`config.mk`:
```
export PLATFORM = sky130hd
export DESIGN_NAME = tripoint_trilateration_kinematics
export DESIGN_NICKNAME = d
export VERILOG_FILES = /design/src/hdl/tptk_pkg.sv /design/src/hdl/tptk_arith.sv /design/src/hdl/tripoint_trilateration_kinematics.sv
export SDC_FILE = /design/constraint.sdc
export NUM_CORES = 2
export LEC_CHECK = 0
export BUFFER_PORTS_ARGS = -buffer_cell sky130_fd_sc_hd__buf_2
export CORE_MARGIN = 2
export CORE_UTILIZATION = 30
export CTS_CLUSTER_DIAMETER = 150
export DETAILED_ROUTE_END_ITERATION = 12
export PLACE_DENSITY = 0.5
export SLEW_MARGIN = 5
export SYNTH_ARGS = -nofsm -noshare
export SYNTH_HDL_FRONTEND = slang
export SYNTH_HIERARCHICAL = 1
export SYNTH_SLANG_ARGS = --single-unit
```
`constraint.sdc`:
```
create_clock -name clk -period 33.1 [get_ports clk]
set_input_delay 8.275 -clock clk [delete_from_list [all_inputs] [get_ports clk]]
set_output_delay 8.275 -clock clk [all_outputs]
set_load 0.005 [all_outputs]
```
`src/hdl/tptk_pkg.sv`:
```
// Shared types and constants for the three-cable positioner kinematics unit
package tptk_pkg;

	typedef enum logic [1:0] {
		CFG_ANCHOR_B_X = 2'd0,
		CFG_ANCHOR_C_X = 2'd1,
		CFG_ANCHOR_C_Y = 2'd2,
		CFG_NEG_TOL    = 2'd3
	} tptk_cfg_idx_t;

	typedef enum logic [1:0] {
		OP_MUL,
		OP_DIV,
		OP_SQRT
	} tptk_op_t;

	typedef enum logic [4:0] {
		ST_IDLE,
		ST_S0,
		ST_S1,
		ST_S2,
		ST_DIV_X,
		ST_CX,
		ST_CY,
		ST_P,
		ST_DIV_Y,
		ST_XX,
		ST_YY,
		ST_SQRT_Z,
		ST_INV_B,
		ST_INV_C,
		ST_INV_A,
		ST_SQRT_L0,
		ST_INV_BX,
		ST_SQRT_L1,
		ST_INV_CX,
		ST_INV_CY,
		ST_SQRT_L2,
		ST_OUT
	} tptk_state_t;

	localparam logic [6:0] MUL_STEPS  = 7'd32;
	localparam logic [6:0] DIV_STEPS  = 7'd64;
	localparam logic [6:0] SQRT_STEPS = 7'd32;

	localparam logic [30:0] RST_ANCHOR_B_X = 31'd131072;
	localparam logic [31:0] RST_ANCHOR_C_X = 32'd65536;
	localparam logic [30:0] RST_ANCHOR_C_Y = 31'd113512;
	localparam logic [15:0] RST_NEG_TOL    = 16'd1;

	localparam logic [31:0] SAT_POS = 32'h7FFF_FFFF;
	localparam logic [31:0] SAT_NEG = 32'h8000_0000;

	typedef struct packed {
		logic              req_type;
		logic signed [31:0] in_a;
		logic signed [31:0] in_b;
		logic signed [31:0] in_c;
	} tptk_in_t;

	typedef struct packed {
		logic signed [31:0] out_a;
		logic signed [31:0] out_b;
		logic signed [31:0] out_c;
		logic              status;
	} tptk_out_t;

	typedef struct packed {
		logic        start;
		tptk_op_t    op;
		logic [63:0] opa;
		logic [32:0] opb;
	} tptk_cmd_t;

	typedef struct packed {
		logic        done;
		logic [63:0] result;
	} tptk_rsp_t;

endpackage

```
`src/hdl/tptk_arith.sv`:
```
// Shared bit-serial multiply, divide and square root unit
module tptk_arith import tptk_pkg::*; (
	input  logic      clk,
	input  logic      arst_n,
	input  tptk_cmd_t cmd,
	output tptk_rsp_t rsp
);

	logic        busy_q;
	logic        done_q;
	tptk_op_t    op_q;
	logic [6:0]  cnt_q;
	logic [63:0] w_q;
	logic [32:0] b_q;
	logic [33:0] r_q;
	logic [31:0] root_q;

	logic [32:0] mul_sum;
	logic [33:0] div_t;
	logic [33:0] div_dif;
	logic        div_ge;
	logic [35:0] sq_t;
	logic [35:0] sq_trial;
	logic [35:0] sq_dif;
	logic        sq_ge;

	always_comb begin
		mul_sum  = {1'b0, w_q[63:32]} + (w_q[0] ? b_q : 33'd0);
		div_t    = {r_q[32:0], w_q[63]};
		div_ge   = div_t >= {1'b0, b_q};
		div_dif  = div_t - {1'b0, b_q};
		sq_t     = {r_q, w_q[63:62]};
		sq_trial = {2'b00, root_q, 2'b01};
		sq_ge    = sq_t >= sq_trial;
		sq_dif   = sq_t - sq_trial;
	end

	always_ff @(posedge clk or negedge arst_n) begin
		if (!arst_n) begin
			busy_q <= 1'b0;
			done_q <= 1'b0;
			cnt_q  <= '0;
			op_q   <= OP_MUL;
		end else begin
			done_q <= 1'b0;
			if (cmd.start) begin
				busy_q <= 1'b1;
				op_q   <= cmd.op;
				case (cmd.op)
					OP_DIV:  cnt_q <= DIV_STEPS;
					OP_SQRT: cnt_q <= SQRT_STEPS;
					default: cnt_q <= MUL_STEPS;
				endcase
			end else if (busy_q) begin
				cnt_q <= cnt_q - 7'd1;
				if (cnt_q == 7'd1) begin
					busy_q <= 1'b0;
					done_q <= 1'b1;
				end
			end
		end
	end

	always_ff @(posedge clk) begin
		if (cmd.start) begin
			b_q    <= cmd.opb;
			r_q    <= '0;
			root_q <= '0;
			w_q    <= (cmd.op == OP_MUL) ? {32'd0, cmd.opa[31:0]} : cmd.opa;
		end else if (busy_q) begin
			case (op_q)
				OP_MUL: w_q <= {mul_sum, w_q[31:1]};
				OP_DIV: begin
					r_q <= div_ge ? div_dif : div_t;
					w_q <= {w_q[62:0], div_ge};
				end
				OP_SQRT: begin
					r_q    <= sq_ge ? sq_dif[33:0] : sq_t[33:0];
					root_q <= {root_q[30:0], sq_ge};
					w_q    <= {w_q[61:0], 2'b00};
				end
				default: ;
			endcase
		end
	end

	assign rsp.done   = done_q;
	assign rsp.result = (op_q == OP_SQRT) ? {32'd0, root_q} : w_q;

endmodule

```
`src/hdl/tripoint_trilateration_kinematics.sv`:
```
// Top level: three-cable positioner forward and inverse kinematics
//
//  channel  | signals                                | direction
//  ---------+----------------------------------------+----------
//  request  | in_valid, in_stall, in_data            | in
//  result   | out_valid, out_stall, out_data         | out
//  config   | cfg_wr_en, cfg_index, cfg_data         | in
//
// One request at a time through a radix-2 serial unit shared by every step:
// a forward request uses eight products, two 64-step divides and one root,
// an inverse six squares and three roots.
// Reset restores the anchor registers and takes z above the plane.
// A new request is taken while the last result still waits on out_stall.
module tripoint_trilateration_kinematics import tptk_pkg::*; (
	input  logic        clk,
	input  logic        arst_n,
	input  logic        in_valid,
	output logic        in_stall,
	input  tptk_in_t    in_data,
	output logic        out_valid,
	input  logic        out_stall,
	output tptk_out_t   out_data,
	input  logic        cfg_wr_en,
	input  logic [1:0]  cfg_index,
	input  logic [31:0] cfg_data
);

	function automatic logic [32:0] mag33(input logic [32:0] v);
		return v[32] ? (33'd0 - v) : v;
	endfunction

	function automatic logic [31:0] sat32(input logic signed [66:0] v);
		if (v > 67'sd2147483647)
			return SAT_POS;
		else if (v < -67'sd2147483648)
			return SAT_NEG;
		else
			return v[31:0];
	endfunction

	tptk_state_t state_q, state_d;
	logic        issued_q;
	logic        start;

	logic [30:0]        bx_q;
	logic signed [31:0] cx_q;
	logic [30:0]        cy_q;
	logic [15:0]        tol_q;
	logic               zneg_q;

	logic               req_q;
	logic signed [31:0] a_q, b_q, c_q;
	logic [63:0]        s0_q, s1_q, s2_q, bc_q, sqc_q;
	logic signed [66:0] acc_q;
	logic [31:0]        ra_q, rb_q, rc_q;
	logic               st_q;
	tptk_out_t          out_q;
	logic               out_valid_q;

	tptk_cmd_t cmd;
	tptk_rsp_t rsp;

	logic [30:0]        bx_e, cy_e;
	logic [32:0]        m_a, m_b, m_c, m_cx, m_x, m_y, m_abx, m_acx, m_bcy;
	logic [32:0]        mul_a, mul_b;
	logic [63:0]        prod, capv;
	logic signed [63:0] diff_s;
	logic [63:0]        diff_mag;
	logic signed [66:0] qs67, x_t, x_r, x_h;
	logic [31:0]        x_new;
	logic [66:0]        acc_mag;
	logic [31:0]        ydiv;
	logic [62:0]        ylim;
	logic               ysat;
	logic signed [66:0] tol_neg;
	logic               derr;
	logic [63:0]        zsrc;
	logic [31:0]        zmag, zval;
	logic               sq_big;
	logic               p_neg;

	tptk_arith u_arith (
		.clk    (clk),
		.arst_n (arst_n),
		.cmd    (cmd),
		.rsp    (rsp)
	);

	always_comb begin
		bx_e     = (bx_q == 31'd0) ? 31'd1 : bx_q;
		cy_e     = (cy_q == 31'd0) ? 31'd1 : cy_q;
		m_a      = mag33({a_q[31], a_q});
		m_b      = mag33({b_q[31], b_q});
		m_c      = mag33({c_q[31], c_q});
		m_cx     = mag33({cx_q[31], cx_q});
		m_x      = mag33({ra_q[31], ra_q});
		m_y      = mag33({rb_q[31], rb_q});
		m_abx    = mag33({a_q[31], a_q} - {2'b00, bx_e});
		m_acx    = mag33({a_q[31], a_q} - {cx_q[31], cx_q});
		m_bcy    = mag33({b_q[31], b_q} - {2'b00, cy_e});
		prod     = rsp.result;

		diff_s   = $signed(s1_q) - $signed(s0_q);
		diff_mag = diff_s[63] ? (64'd0 - diff_s) : diff_s;
		qs67     = diff_s[63] ? (67'sd0 - $signed({3'd0, prod})) : $signed({3'd0, prod});
		x_t      = $signed({36'd0, bx_e}) - qs67;
		x_r      = x_t + $signed({66'd0, x_t[66]});
		x_h      = x_r >>> 1;
		x_new    = sat32(x_h);

		acc_mag  = acc_q[66] ? (67'd0 - acc_q) : acc_q;
		ydiv     = {cy_e, 1'b0};
		ylim     = {ydiv, 31'd0};
		ysat     = acc_mag >= {4'd0, ylim};
		tol_neg  = 67'sd0 - $signed({35'd0, tol_q, 16'd0});
		derr     = acc_q < tol_neg;
		zsrc     = acc_q[66] ? 64'd0 : acc_q[63:0];
		zmag     = prod[31] ? SAT_POS : prod[31:0];
		zval     = zneg_q ? (32'd0 - zmag) : zmag;
		sq_big   = acc_q[66:62] != 5'd0;
		p_neg    = ra_q[31] ^ cx_q[31];
	end

	always_comb begin
		case (state_q)
			ST_S0, ST_INV_A: mul_a = m_a;
			ST_S1, ST_INV_B: mul_a = m_b;
			ST_S2, ST_INV_C: mul_a = m_c;
			ST_CX:           mul_a = m_cx;
			ST_CY:           mul_a = {2'b00, cy_e};
			ST_P, ST_XX:     mul_a = m_x;
			ST_YY:           mul_a = m_y;
			ST_INV_BX:       mul_a = m_abx;
			ST_INV_CX:       mul_a = m_acx;
			ST_INV_CY:       mul_a = m_bcy;
			default:         mul_a = m_a;
		endcase
		mul_b = (state_q == ST_P) ? m_cx : mul_a;
		capv  = (mul_a[32:31] != 2'b00) ? 64'h4000_0000_0000_0000 : prod;

		cmd.start = start;
		case (state_q) inside
			ST_DIV_X: begin
				cmd.op  = OP_DIV;
				cmd.opa = diff_mag;
				cmd.opb = {2'b00, bx_e};
			end
			ST_DIV_Y: begin
				cmd.op  = OP_DIV;
				cmd.opa = acc_mag[63:0];
				cmd.opb = {1'b0, ydiv};
			end
			ST_SQRT_Z: begin
				cmd.op  = OP_SQRT;
				cmd.opa = zsrc;
				cmd.opb = '0;
			end
			ST_SQRT_L0, ST_SQRT_L1, ST_SQRT_L2: begin
				cmd.op  = OP_SQRT;
				cmd.opa = acc_q[63:0];
				cmd.opb = '0;
			end
			default: begin
				cmd.op  = OP_MUL;
				cmd.opa = {32'd0, mul_a[31:0]};
				cmd.opb = {1'b0, mul_b[31:0]};
			end
		endcase
	end

	always_comb begin
		state_d = state_q;
		start   = 1'b0;
		case (state_q)
			ST_IDLE: if (in_valid) state_d = in_data.req_type ? ST_INV_B : ST_S0;
			ST_S0: begin start = !issued_q; if (rsp.done) state_d = ST_S1; end
			ST_S1: begin start = !issued_q; if (rsp.done) state_d = ST_S2; end
			ST_S2: begin start = !issued_q; if (rsp.done) state_d = ST_DIV_X; end
			ST_DIV_X: begin start = !issued_q; if (rsp.done) state_d = ST_CX; end
			ST_CX: begin start = !issued_q; if (rsp.done) state_d = ST_CY; end
			ST_CY: begin start = !issued_q; if (rsp.done) state_d = ST_P; end
			ST_P: begin start = !issued_q; if (rsp.done) state_d = ST_DIV_Y; end
			ST_DIV_Y: begin
				if (!issued_q && ysat) state_d = ST_XX;
				else begin
					start = !issued_q;
					if (rsp.done) state_d = ST_XX;
				end
			end
			ST_XX: begin start = !issued_q; if (rsp.done) state_d = ST_YY; end
			ST_YY: begin start = !issued_q; if (rsp.done) state_d = ST_SQRT_Z; end
			ST_SQRT_Z: begin
				if (!issued_q && derr) state_d = ST_OUT;
				else begin
					start = !issued_q;
					if (rsp.done) state_d = ST_OUT;
				end
			end
			ST_INV_B: begin start = !issued_q; if (rsp.done) state_d = ST_INV_C; end
			ST_INV_C: begin start = !issued_q; if (rsp.done) state_d = ST_INV_A; end
			ST_INV_A: begin start = !issued_q; if (rsp.done) state_d = ST_SQRT_L0; end
			ST_SQRT_L0: begin
				if (!issued_q && sq_big) state_d = ST_INV_BX;
				else begin
					start = !issued_q;
					if (rsp.done) state_d = ST_INV_BX;
				end
			end
			ST_INV_BX: begin start = !issued_q; if (rsp.done) state_d = ST_SQRT_L1; end
			ST_SQRT_L1: begin
				if (!issued_q && sq_big) state_d = ST_INV_CX;
				else begin
					start = !issued_q;
					if (rsp.done) state_d = ST_INV_CX;
				end
			end
			ST_INV_CX: begin start = !issued_q; if (rsp.done) state_d = ST_INV_CY; end
			ST_INV_CY: begin start = !issued_q; if (rsp.done) state_d = ST_SQRT_L2; end
			ST_SQRT_L2: begin
				if (!issued_q && sq_big) state_d = ST_OUT;
				else begin
					start = !issued_q;
					if (rsp.done) state_d = ST_OUT;
				end
			end
			ST_OUT: if (!out_valid_q || !out_stall) state_d = ST_IDLE;
			default: state_d = ST_IDLE;
		endcase
	end

	always_ff @(posedge clk or negedge arst_n) begin
		if (!arst_n) begin
			state_q     <= ST_IDLE;
			issued_q    <= 1'b0;
			out_valid_q <= 1'b0;
			zneg_q      <= 1'b0;
			bx_q        <= RST_ANCHOR_B_X;
			cx_q        <= RST_ANCHOR_C_X;
			cy_q        <= RST_ANCHOR_C_Y;
			tol_q       <= RST_NEG_TOL;
		end else begin
			state_q <= state_d;
			if (start)
				issued_q <= 1'b1;
			else if (rsp.done)
				issued_q <= 1'b0;
			if (state_q == ST_OUT && (!out_valid_q || !out_stall)) begin
				out_valid_q <= 1'b1;
				if (req_q) zneg_q <= c_q[31];
			end else if (!out_stall) begin
				out_valid_q <= 1'b0;
			end
			if (cfg_wr_en) begin
				case (cfg_index)
					CFG_ANCHOR_B_X: bx_q  <= cfg_data[30:0];
					CFG_ANCHOR_C_X: cx_q  <= cfg_data;
					CFG_ANCHOR_C_Y: cy_q  <= cfg_data[30:0];
					CFG_NEG_TOL:    tol_q <= cfg_data[15:0];
					default: ;
				endcase
			end
		end
	end

	always_ff @(posedge clk) begin
		case (state_q)
			ST_IDLE: if (in_valid) begin
				req_q <= in_data.req_type;
				a_q   <= in_data.in_a;
				b_q   <= in_data.in_b;
				c_q   <= in_data.in_c;
				st_q  <= 1'b0;
			end
			ST_S0: if (rsp.done) s0_q <= prod;
			ST_S1: if (rsp.done) s1_q <= prod;
			ST_S2: if (rsp.done) s2_q <= prod;
			ST_DIV_X: if (rsp.done) ra_q <= x_new;
			ST_CX: if (rsp.done)
				acc_q <= $signed({3'd0, s0_q}) + $signed({3'd0, prod}) - $signed({3'd0, s2_q});
			ST_CY: if (rsp.done) acc_q <= acc_q + $signed({3'd0, prod});
			ST_P: if (rsp.done) begin
				if (p_neg) acc_q <= acc_q + $signed({2'd0, prod, 1'b0});
				else       acc_q <= acc_q - $signed({2'd0, prod, 1'b0});
			end
			ST_DIV_Y: begin
				if (!issued_q && ysat)
					rb_q <= acc_q[66] ? SAT_NEG : SAT_POS;
				else if (rsp.done)
					rb_q <= acc_q[66] ? (32'd0 - prod[31:0]) : prod[31:0];
			end
			ST_XX: if (rsp.done) acc_q <= $signed({3'd0, s0_q}) - $signed({3'd0, prod});
			ST_YY: if (rsp.done) acc_q <= acc_q - $signed({3'd0, prod});
			ST_SQRT_Z: begin
				if (!issued_q && derr) begin
					st_q <= 1'b1;
					rc_q <= 32'd0;
				end else if (rsp.done) begin
					rc_q <= zval;
				end
			end
			ST_INV_B: if (rsp.done) bc_q <= capv;
			ST_INV_C: if (rsp.done) begin
				sqc_q <= capv;
				bc_q  <= bc_q + capv;
			end
			ST_INV_A: if (rsp.done) acc_q <= $signed({3'd0, bc_q}) + $signed({3'd0, capv});
			ST_SQRT_L0: begin
				if (!issued_q && sq_big) ra_q <= SAT_POS;
				else if (rsp.done)       ra_q <= prod[31:0];
			end
			ST_INV_BX: if (rsp.done) acc_q <= $signed({3'd0, bc_q}) + $signed({3'd0, capv});
			ST_SQRT_L1: begin
				if (!issued_q && sq_big) rb_q <= SAT_POS;
				else if (rsp.done)       rb_q <= prod[31:0];
			end
			ST_INV_CX: if (rsp.done) acc_q <= $signed({3'd0, sqc_q}) + $signed({3'd0, capv});
			ST_INV_CY: if (rsp.done) acc_q <= acc_q + $signed({3'd0, capv});
			ST_SQRT_L2: begin
				if (!issued_q && sq_big) rc_q <= SAT_POS;
				else if (rsp.done)       rc_q <= prod[31:0];
			end
			ST_OUT: if (!out_valid_q || !out_stall) begin
				out_q.out_a  <= ra_q;
				out_q.out_b  <= rb_q;
				out_q.out_c  <= rc_q;
				out_q.status <= st_q;
			end
			default: ;
		endcase
	end

	assign in_stall  = state_q != ST_IDLE;
	assign out_valid = out_valid_q;
	assign out_data  = out_q;

endmodule

```
Word level (Yosys, flattened, before mapping)
Cells that the tools add are included.

operators by class
  bitwise operators = 1
  reductions and logical operators = 55
  mux-type cells = 108
  eq/ne operators = 53
  $lt $le $gt $ge = 6
  $add $sub $neg = 36

operator list
  operator                                                              count
  67-bit two-way mux                                                    11
  64-bit two-way mux                                                    9
  67-bit one-hot mux with 8 select lines                                1
  32-bit two-way mux                                                    13
  99-bit two-way mux                                                    4
  33-bit two-way mux                                                    10
  33-bit one-hot mux with 9 select lines                                1
  1-bit by 32-bit subtractor with 33-bit output (first input constant)  7
  64-bit by 64-bit adder with 65-bit output                             3
  32-bit one-hot mux with 2 select lines                                3
  64-bit one-hot mux with 3 select lines                                1
  67-bit by 65-bit adder with 67-bit output                             2
  5-bit two-way mux                                                     26
  64-bit one-hot mux with 2 select lines                                1
  5-bit one-hot mux with 22 select lines                                1
  1-bit by 33-bit subtractor with 33-bit output (first input constant)  3
  32-bit by 32-bit subtractor with 33-bit output                        3
  31-bit two-way mux                                                    3
  34-bit two-way mux                                                    2
  34-bit one-hot mux with 2 select lines                                1
  67-bit by 2-bit adder with 67-bit output                              1
  67-bit by 66-bit adder with 67-bit output                             1
  67-bit by 63-bit greater-or-equal comparator with 1-bit output        1
  67-bit by 33-bit < comparator with 1-bit output                       1
  54 further kinds                                                      150

storage, ports and cells
  input bits = 136
  logic and storage cells = 295
  register bits = 970

Depth between registers and ports, before layout
  depth in word-level cells = 14
  mapped depth = 51
  gate-level depth less buffers = 46

Cells and area by module
Netlist, hierarchy kept.

by module, submodules not included
  module                             instances  cells each  seq. area each (µm²)  area an instance (µm²)
  tripoint_trilateration_kinematics  1          10255       23328.6               84471.0
  tptk_arith                         1          1882        4509.3                14868.0

Worst setup path after synthesis
Ideal clock, no wire load.

  path type = input to register
  start point = input port out_stall
  end point = register zneg_q
  setup slack = 19.299 ns
  stages = 3
  data required time = 32.974 ns
  arrival time = 13.675 ns
  cells stage by stage = a21oi_1 nand2_1 mux2_2

between the ends
  cells in the longest elaborated chain, start to end = 4

RTL lines
  what                                  RTL line                                  text
  start, declared                       tripoint_trilateration_kinematics.sv:21   input logic out_stall,
  1-bit zero test                       tripoint_trilateration_kinematics.sv:247  if (state_q == ST_OUT && (!out_valid_q || !out_stall)) begin
  1-bit logical OR                      tripoint_trilateration_kinematics.sv:247
  1-bit logical AND                     tripoint_trilateration_kinematics.sv:247
  2-bit AND reduction (no source line)  --
  end signal, assigned                  tripoint_trilateration_kinematics.sv:249  if (req_q) zneg_q <= c_q[31];
  end, declared                         tripoint_trilateration_kinematics.sv:49   logic zneg_q;

No other way between the ends.
A chain may end at the register's enable or synchronous reset.

Worst setup path after layout
  start point = register cy_q[23]
  end point = register bc_q[63], data pin

between the ends
  cells in the longest elaborated chain, start to end = 11

RTL lines
  what                                                RTL line                                  text
  start, declared                                     tripoint_trilateration_kinematics.sv:47   logic [30:0] cy_q;
  start signal, assigned                              tripoint_trilateration_kinematics.sv:257  CFG_ANCHOR_C_Y: cy_q <= cfg_data[30:0];
  31-bit zero test                                    tripoint_trilateration_kinematics.sv:91   cy_e = (cy_q == 31'd0) ? 31'd1 : cy_q;
  31-bit two-way mux (*)                              tripoint_trilateration_kinematics.sv:91
  32-bit by 32-bit subtractor with 33-bit output (*)  tripoint_trilateration_kinematics.sv:100  m_bcy = mag33({b_q[31], b_q} - {2'b00, cy_e});
  1-bit by 33-bit subtractor with 33-bit output       tripoint_trilateration_kinematics.sv:29   return v[32] ? (33'd0 - v) : v;
  33-bit two-way mux (*)                              tripoint_trilateration_kinematics.sv:29
  33-bit one-hot mux with 9 select lines (*)          tripoint_trilateration_kinematics.sv:125  case (state_q)
  2-bit nonzero test (*)                              tripoint_trilateration_kinematics.sv:139  capv = (mul_a[32:31] != 2'b00) ? 64'h4000_0000_0000_0000 : prod;
  64-bit two-way mux (*)                              tripoint_trilateration_kinematics.sv:139
  via capv[1]                                         tripoint_trilateration_kinematics.sv:66   logic [63:0] prod, capv;
  64-bit adder (*)                                    tripoint_trilateration_kinematics.sv:304  bc_q <= bc_q + capv;
  64-bit two-way mux (*)                              tripoint_trilateration_kinematics.sv:302  ST_INV_C: if (rsp.done) begin
  64-bit one-hot mux with 2 select lines (*)          tripoint_trilateration_kinematics.sv:266  case (state_q)
  end signal, assigned                                tripoint_trilateration_kinematics.sv:301  ST_INV_B: if (rsp.done) bc_q <= capv;
  end signal, assigned                                tripoint_trilateration_kinematics.sv:304
  end, declared                                       tripoint_trilateration_kinematics.sv:53   logic [63:0] s0_q, s1_q, s2_q, bc_q, sqc_q;

Mark *: on every way through the listed nets, which the timed path passes. The rest lies on a longest branch. The select of a mux whose other input is x is not followed.

==> impl_metrics.json <==
{
  "start_util_pct": 30.1,
  "netlist_area_sq_um": 99300,
  "hpwl_um": 398000,
  "timing_hold_violations_final": 0,
  "timing.max_cap.violations": 0,
  "drt.antenna.violating_nets": 0,
  "power_density_nw_per_um2": 120,
  "numPlacedInstances": 16435,
  "instances_no_fill": 16703,
  "tritoncts": "done",
  "yosysUniqueCellTypes": 118,
  "coreArea_sq_um": 330000,
  "final_core_util_pct": 33.6,
  "cts.reportedPaths.clkPinSlew_ns": 0.06,
  "period_needed_ns": 14.74,
  "p_sw_share_pct": 54.9,
  "drive_above_1_share_pct": 8.73,
  "fp.dieW_um": 579,
  "most_instantiated_flip_flop_cell_in_the_synthesis_netlist": "sky130_fd_sc_hd__edfxtp_1",
  "critPathKind": "reg -> reg",
  "final_cell_area_sq_um": 111000,
  "numCtsBuffers": 140,
  "combinationalPowerShare_pct": 73.8,
  "final.hold.worst_slack_ns": 0.384,
  "cts-root-buf": "sky130_fd_sc_hd__clkbuf_16",
  "fin_skew_ns": 0.0829,
  "power.sequential.fraction_pct": 14.5,
  "clock_tree.buffer_depth": 4,
  "grt_first_pass_wirelength_um": 691000,
  "fp-row-count": 211,
  "total_placed_instance_area_sq_um": 106000,
  "maxClockFrequency_mhz": 67.9,
  "dr.first_iter.drc_count": 12305,
  "worst_skew_pair.late_latency_ns": 0.88,
  "io_buffer_count": 234,
  "fin_crit_sh_pct": 44.5,
  "overall_routed_net_length_um": 493000,
  "worst_hold_path_type": "reg -> reg",
  "nNetsFinal": 13202,
  "asyncSetResetFlopFracSynth_pct": 13.3,
  "first_global_vias": 91665,
  "via_per_inst": 5.90,
  "net-switching-power_mw": 7.30,
  "synthCells": 12137,
  "normalized_max_slew_margin_pct": 6.28,
  "yosys_warnings": 6,
  "syn-mean-instance-area_sq_um": 8.18,
  "postSynthRegisterBits": 970,
  "cts_hold_buf": 0,
  "grt_max_degree": 122,
  "wl_per_cell_um": 29.5,
  "power.clock.fraction_pct": 11.7,
  "fillerInstances": 35022,
  "max-vdd-ir-drop_mv": 0.0687,
  "gr-usage-all-layers_pct": 28.4,
  "report.final.setup_viol": 0,
  "num_io_pins": 235,
  "cpMostUsedCell": "sky130_fd_sc_hd__a21oi_1",
  "setup_total_negative_slack_ns": 0,
  "setup_repair_after_global_routing_missed_its_margin": "no",
  "slew_viol_final": 0,
  "globalRoute.totalOverflow": 0,
  "worst_slack_ns": 18.36,
  "post_cts_resized": 0,
  "power.total_mw": 13.3,
  "p_leak_nw": 44.0,
  "yosysSeqAreaShare_pct": 28.0,
  "cpPeakStageDelay_ns": 0.92,
  "place_congestion": 1.05,
  "worstSetupStartpointType": "register",
  "post_cts_buffers": 0,
  "synth_edf_count": 775,
  "cts.sink_count": 970,
  "critPathArrivalTime_ns": 15.35,
  "crit_path_max_fanout": 15,
  "status": "completed",
  "crit_path_end_kind": "register",
  "floorplan.die_area_sq_um": 336000,
  "design_internal_power_mw": 5.99,
  "pin_slew_with_the_least_headroom_to_its_limit_ns": 1.41,
  "pre_cts_slack_ns": 18.61,
  "dr.pass1.iters": 9,
  "worstPathRequired_ns": 33.71,
  "synth_nets": 13128,
  "number_of_antenna_violations_at_the_first_check_in_global_routing": 69,
  "crit_slowest_cell": "sky130_fd_sc_hd__a311oi_1",
  "syn2layout_area_growth_pct": 11.5,
  "die_y_um": 579,
  "num_vias": 98608,
  "detail_route.drc_violations": 0,
  "cts-htree-levels": 4
}
## state kept, by name, summed over array words and instances (netlist names), 64 cells and up
register / count
acc_q: 67
bc_q: 64
out_data: 97
s0_q: 64
s1_q: 64
s2_q: 64
sqc_q: 64
u_arith/w_q: 64
## path summary, 6_finish.rpt
check | endpoint | slack, ns | depth (start not counted) | startpoint
worst max-delay path | bc_q[63] | 18.36 | 43 | cy_q[23]
worst min-delay path | out_data[26] | 0.38 | 0 | rc_q[25]
worst max register to register | bc_q[63] | 18.36 | 43 | cy_q[23]
worst min register to register | out_data[26] | 0.38 | 0 | rc_q[25]
max in group asynchronous | cx_q[12] | 24.13 | 2 | arst_n
min in group asynchronous | cx_q[31] | 7.47 | 1 | arst_n
## power by group through the flow
stage | clock network, mW | registers (mW) | logic, mW
after floorplan | 0 | 1.86 | 6.25
after global placement | 0 | 1.94 | 9.55
after detailed placement | 0 | 1.94 | 9.47
after CTS | 1.58 | 1.92 | 9.54
after global routing | 1.62 | 1.94 | 10.5
final | 1.56 | 1.93 | 9.82
## cell usage after synthesis (all sizes together), types with 64 or more instances
cell type	count	share of area (%)
nand2b	136	0.86
edfxtp	775	23
nand4	138	0.88
a211oi	100	0.77
and3	167	1.1
nor4	110	0.73
nor2	905	3.4
a31oi	123	0.78
xnor2	752	6.6
o211ai	87	0.66
or4	64	0.48
a21oi	1076	5.4
o22ai	109	0.69
o31ai	141	1.1
and2	108	0.68
fa	76	1.5
o21a	122	0.92
clkbuf	489	1.9
xor2	440	3.9
inv	654	2.5
nor3	228	1.2
ha	779	9.8
nand3	242	1.2
a21o	373	2.8
dfxtp	66	1.3
or3	101	0.65
mux2	133	1.5
o21ai	981	4.9
o21bai	102	0.77
a221oi	71	0.63
nor2b	132	0.83
a22oi	126	0.95
nand2	1264	4.8
dfrtp	116	2.9
buf	91	0.43
## critical path, delay by kind of cell (launching register included)
kind,cells,cell delay [ns]
buffers and inverters,1,0.23
xor gates and xnor gates,1,0.13
adders and majority gates,3,0.77
and+or+nand+nor,10,3.20
DFF,1,0.43
muxes,1,0.17
AOI/OAI and AO/OA,27,9.52
## logic make-up after synthesis
logic type               share of synthesized area (%)
AO/OA/AOI/OAI                                     25.1
XOR/XNOR                                          10.5
adder cells (fa/ha/maj)                           11.3
buffers and inverters                             4.80
flip-flops                                        28.0
multiplexers                                      1.91
other                                          0.00377
AND/OR/NAND/NOR                                   18.3
## layout by cell type, fill, tap and decap left out, types with 214 or more instances in the layout
| cell type | Yosys | final |
|---|---|---|
| sky130_fd_sc_hd__xnor2_1 | 752 | 751 |
| sky130_fd_sc_hd__xor2_1 | 440 | 439 |
| sky130_fd_sc_hd__nor3_1 | 222 | 214 |
| sky130_fd_sc_hd__nand2_1 | 1262 | 1258 |
| sky130_fd_sc_hd__nand3_1 | 242 | 236 |
| sky130_fd_sc_hd__buf_4 | 5 | 276 |
| sky130_fd_sc_hd__a21o_1 | 373 | 373 |
| sky130_fd_sc_hd__nor2_1 | 903 | 892 |
| sky130_fd_sc_hd__a21oi_1 | 1074 | 1069 |
| sky130_fd_sc_hd__ha_1 | 779 | 776 |
| sky130_fd_sc_hd__inv_1 | 652 | 652 |
| sky130_fd_sc_hd__edfxtp_1 | 775 | 775 |
| sky130_fd_sc_hd__buf_2 | 36 | 233 |
| sky130_fd_sc_hd__o21ai_0 | 943 | 942 |
## area by class of cell
type | instances | area [sq um] | area share (%)
multi-input combinational | 9922 | 67100 | 60.6
timing repair buffer | 512 | 3290 | 2.97
tap | 4366 | 5460 | 4.93
antenna | 17 | 42.5 | 0.0384
clock inverter | 77 | 737 | 0.665
clock buffer | 174 | 3830 | 3.46
sequential | 970 | 27800 | 25.1
inverter | 665 | 2500 | 2.25
## per-layer routing
metal  track usage, %  vias to the layer above  wire length [um]
met2             41.5                     4700            204000
met4             11.7                       54             22500
met3             5.21                      847             45400
met1             40.6                    48229            221000
li1                 -                    44778                 -
met5                0                        -               362
No activity file was read; power rests on OpenSTA's default activity.
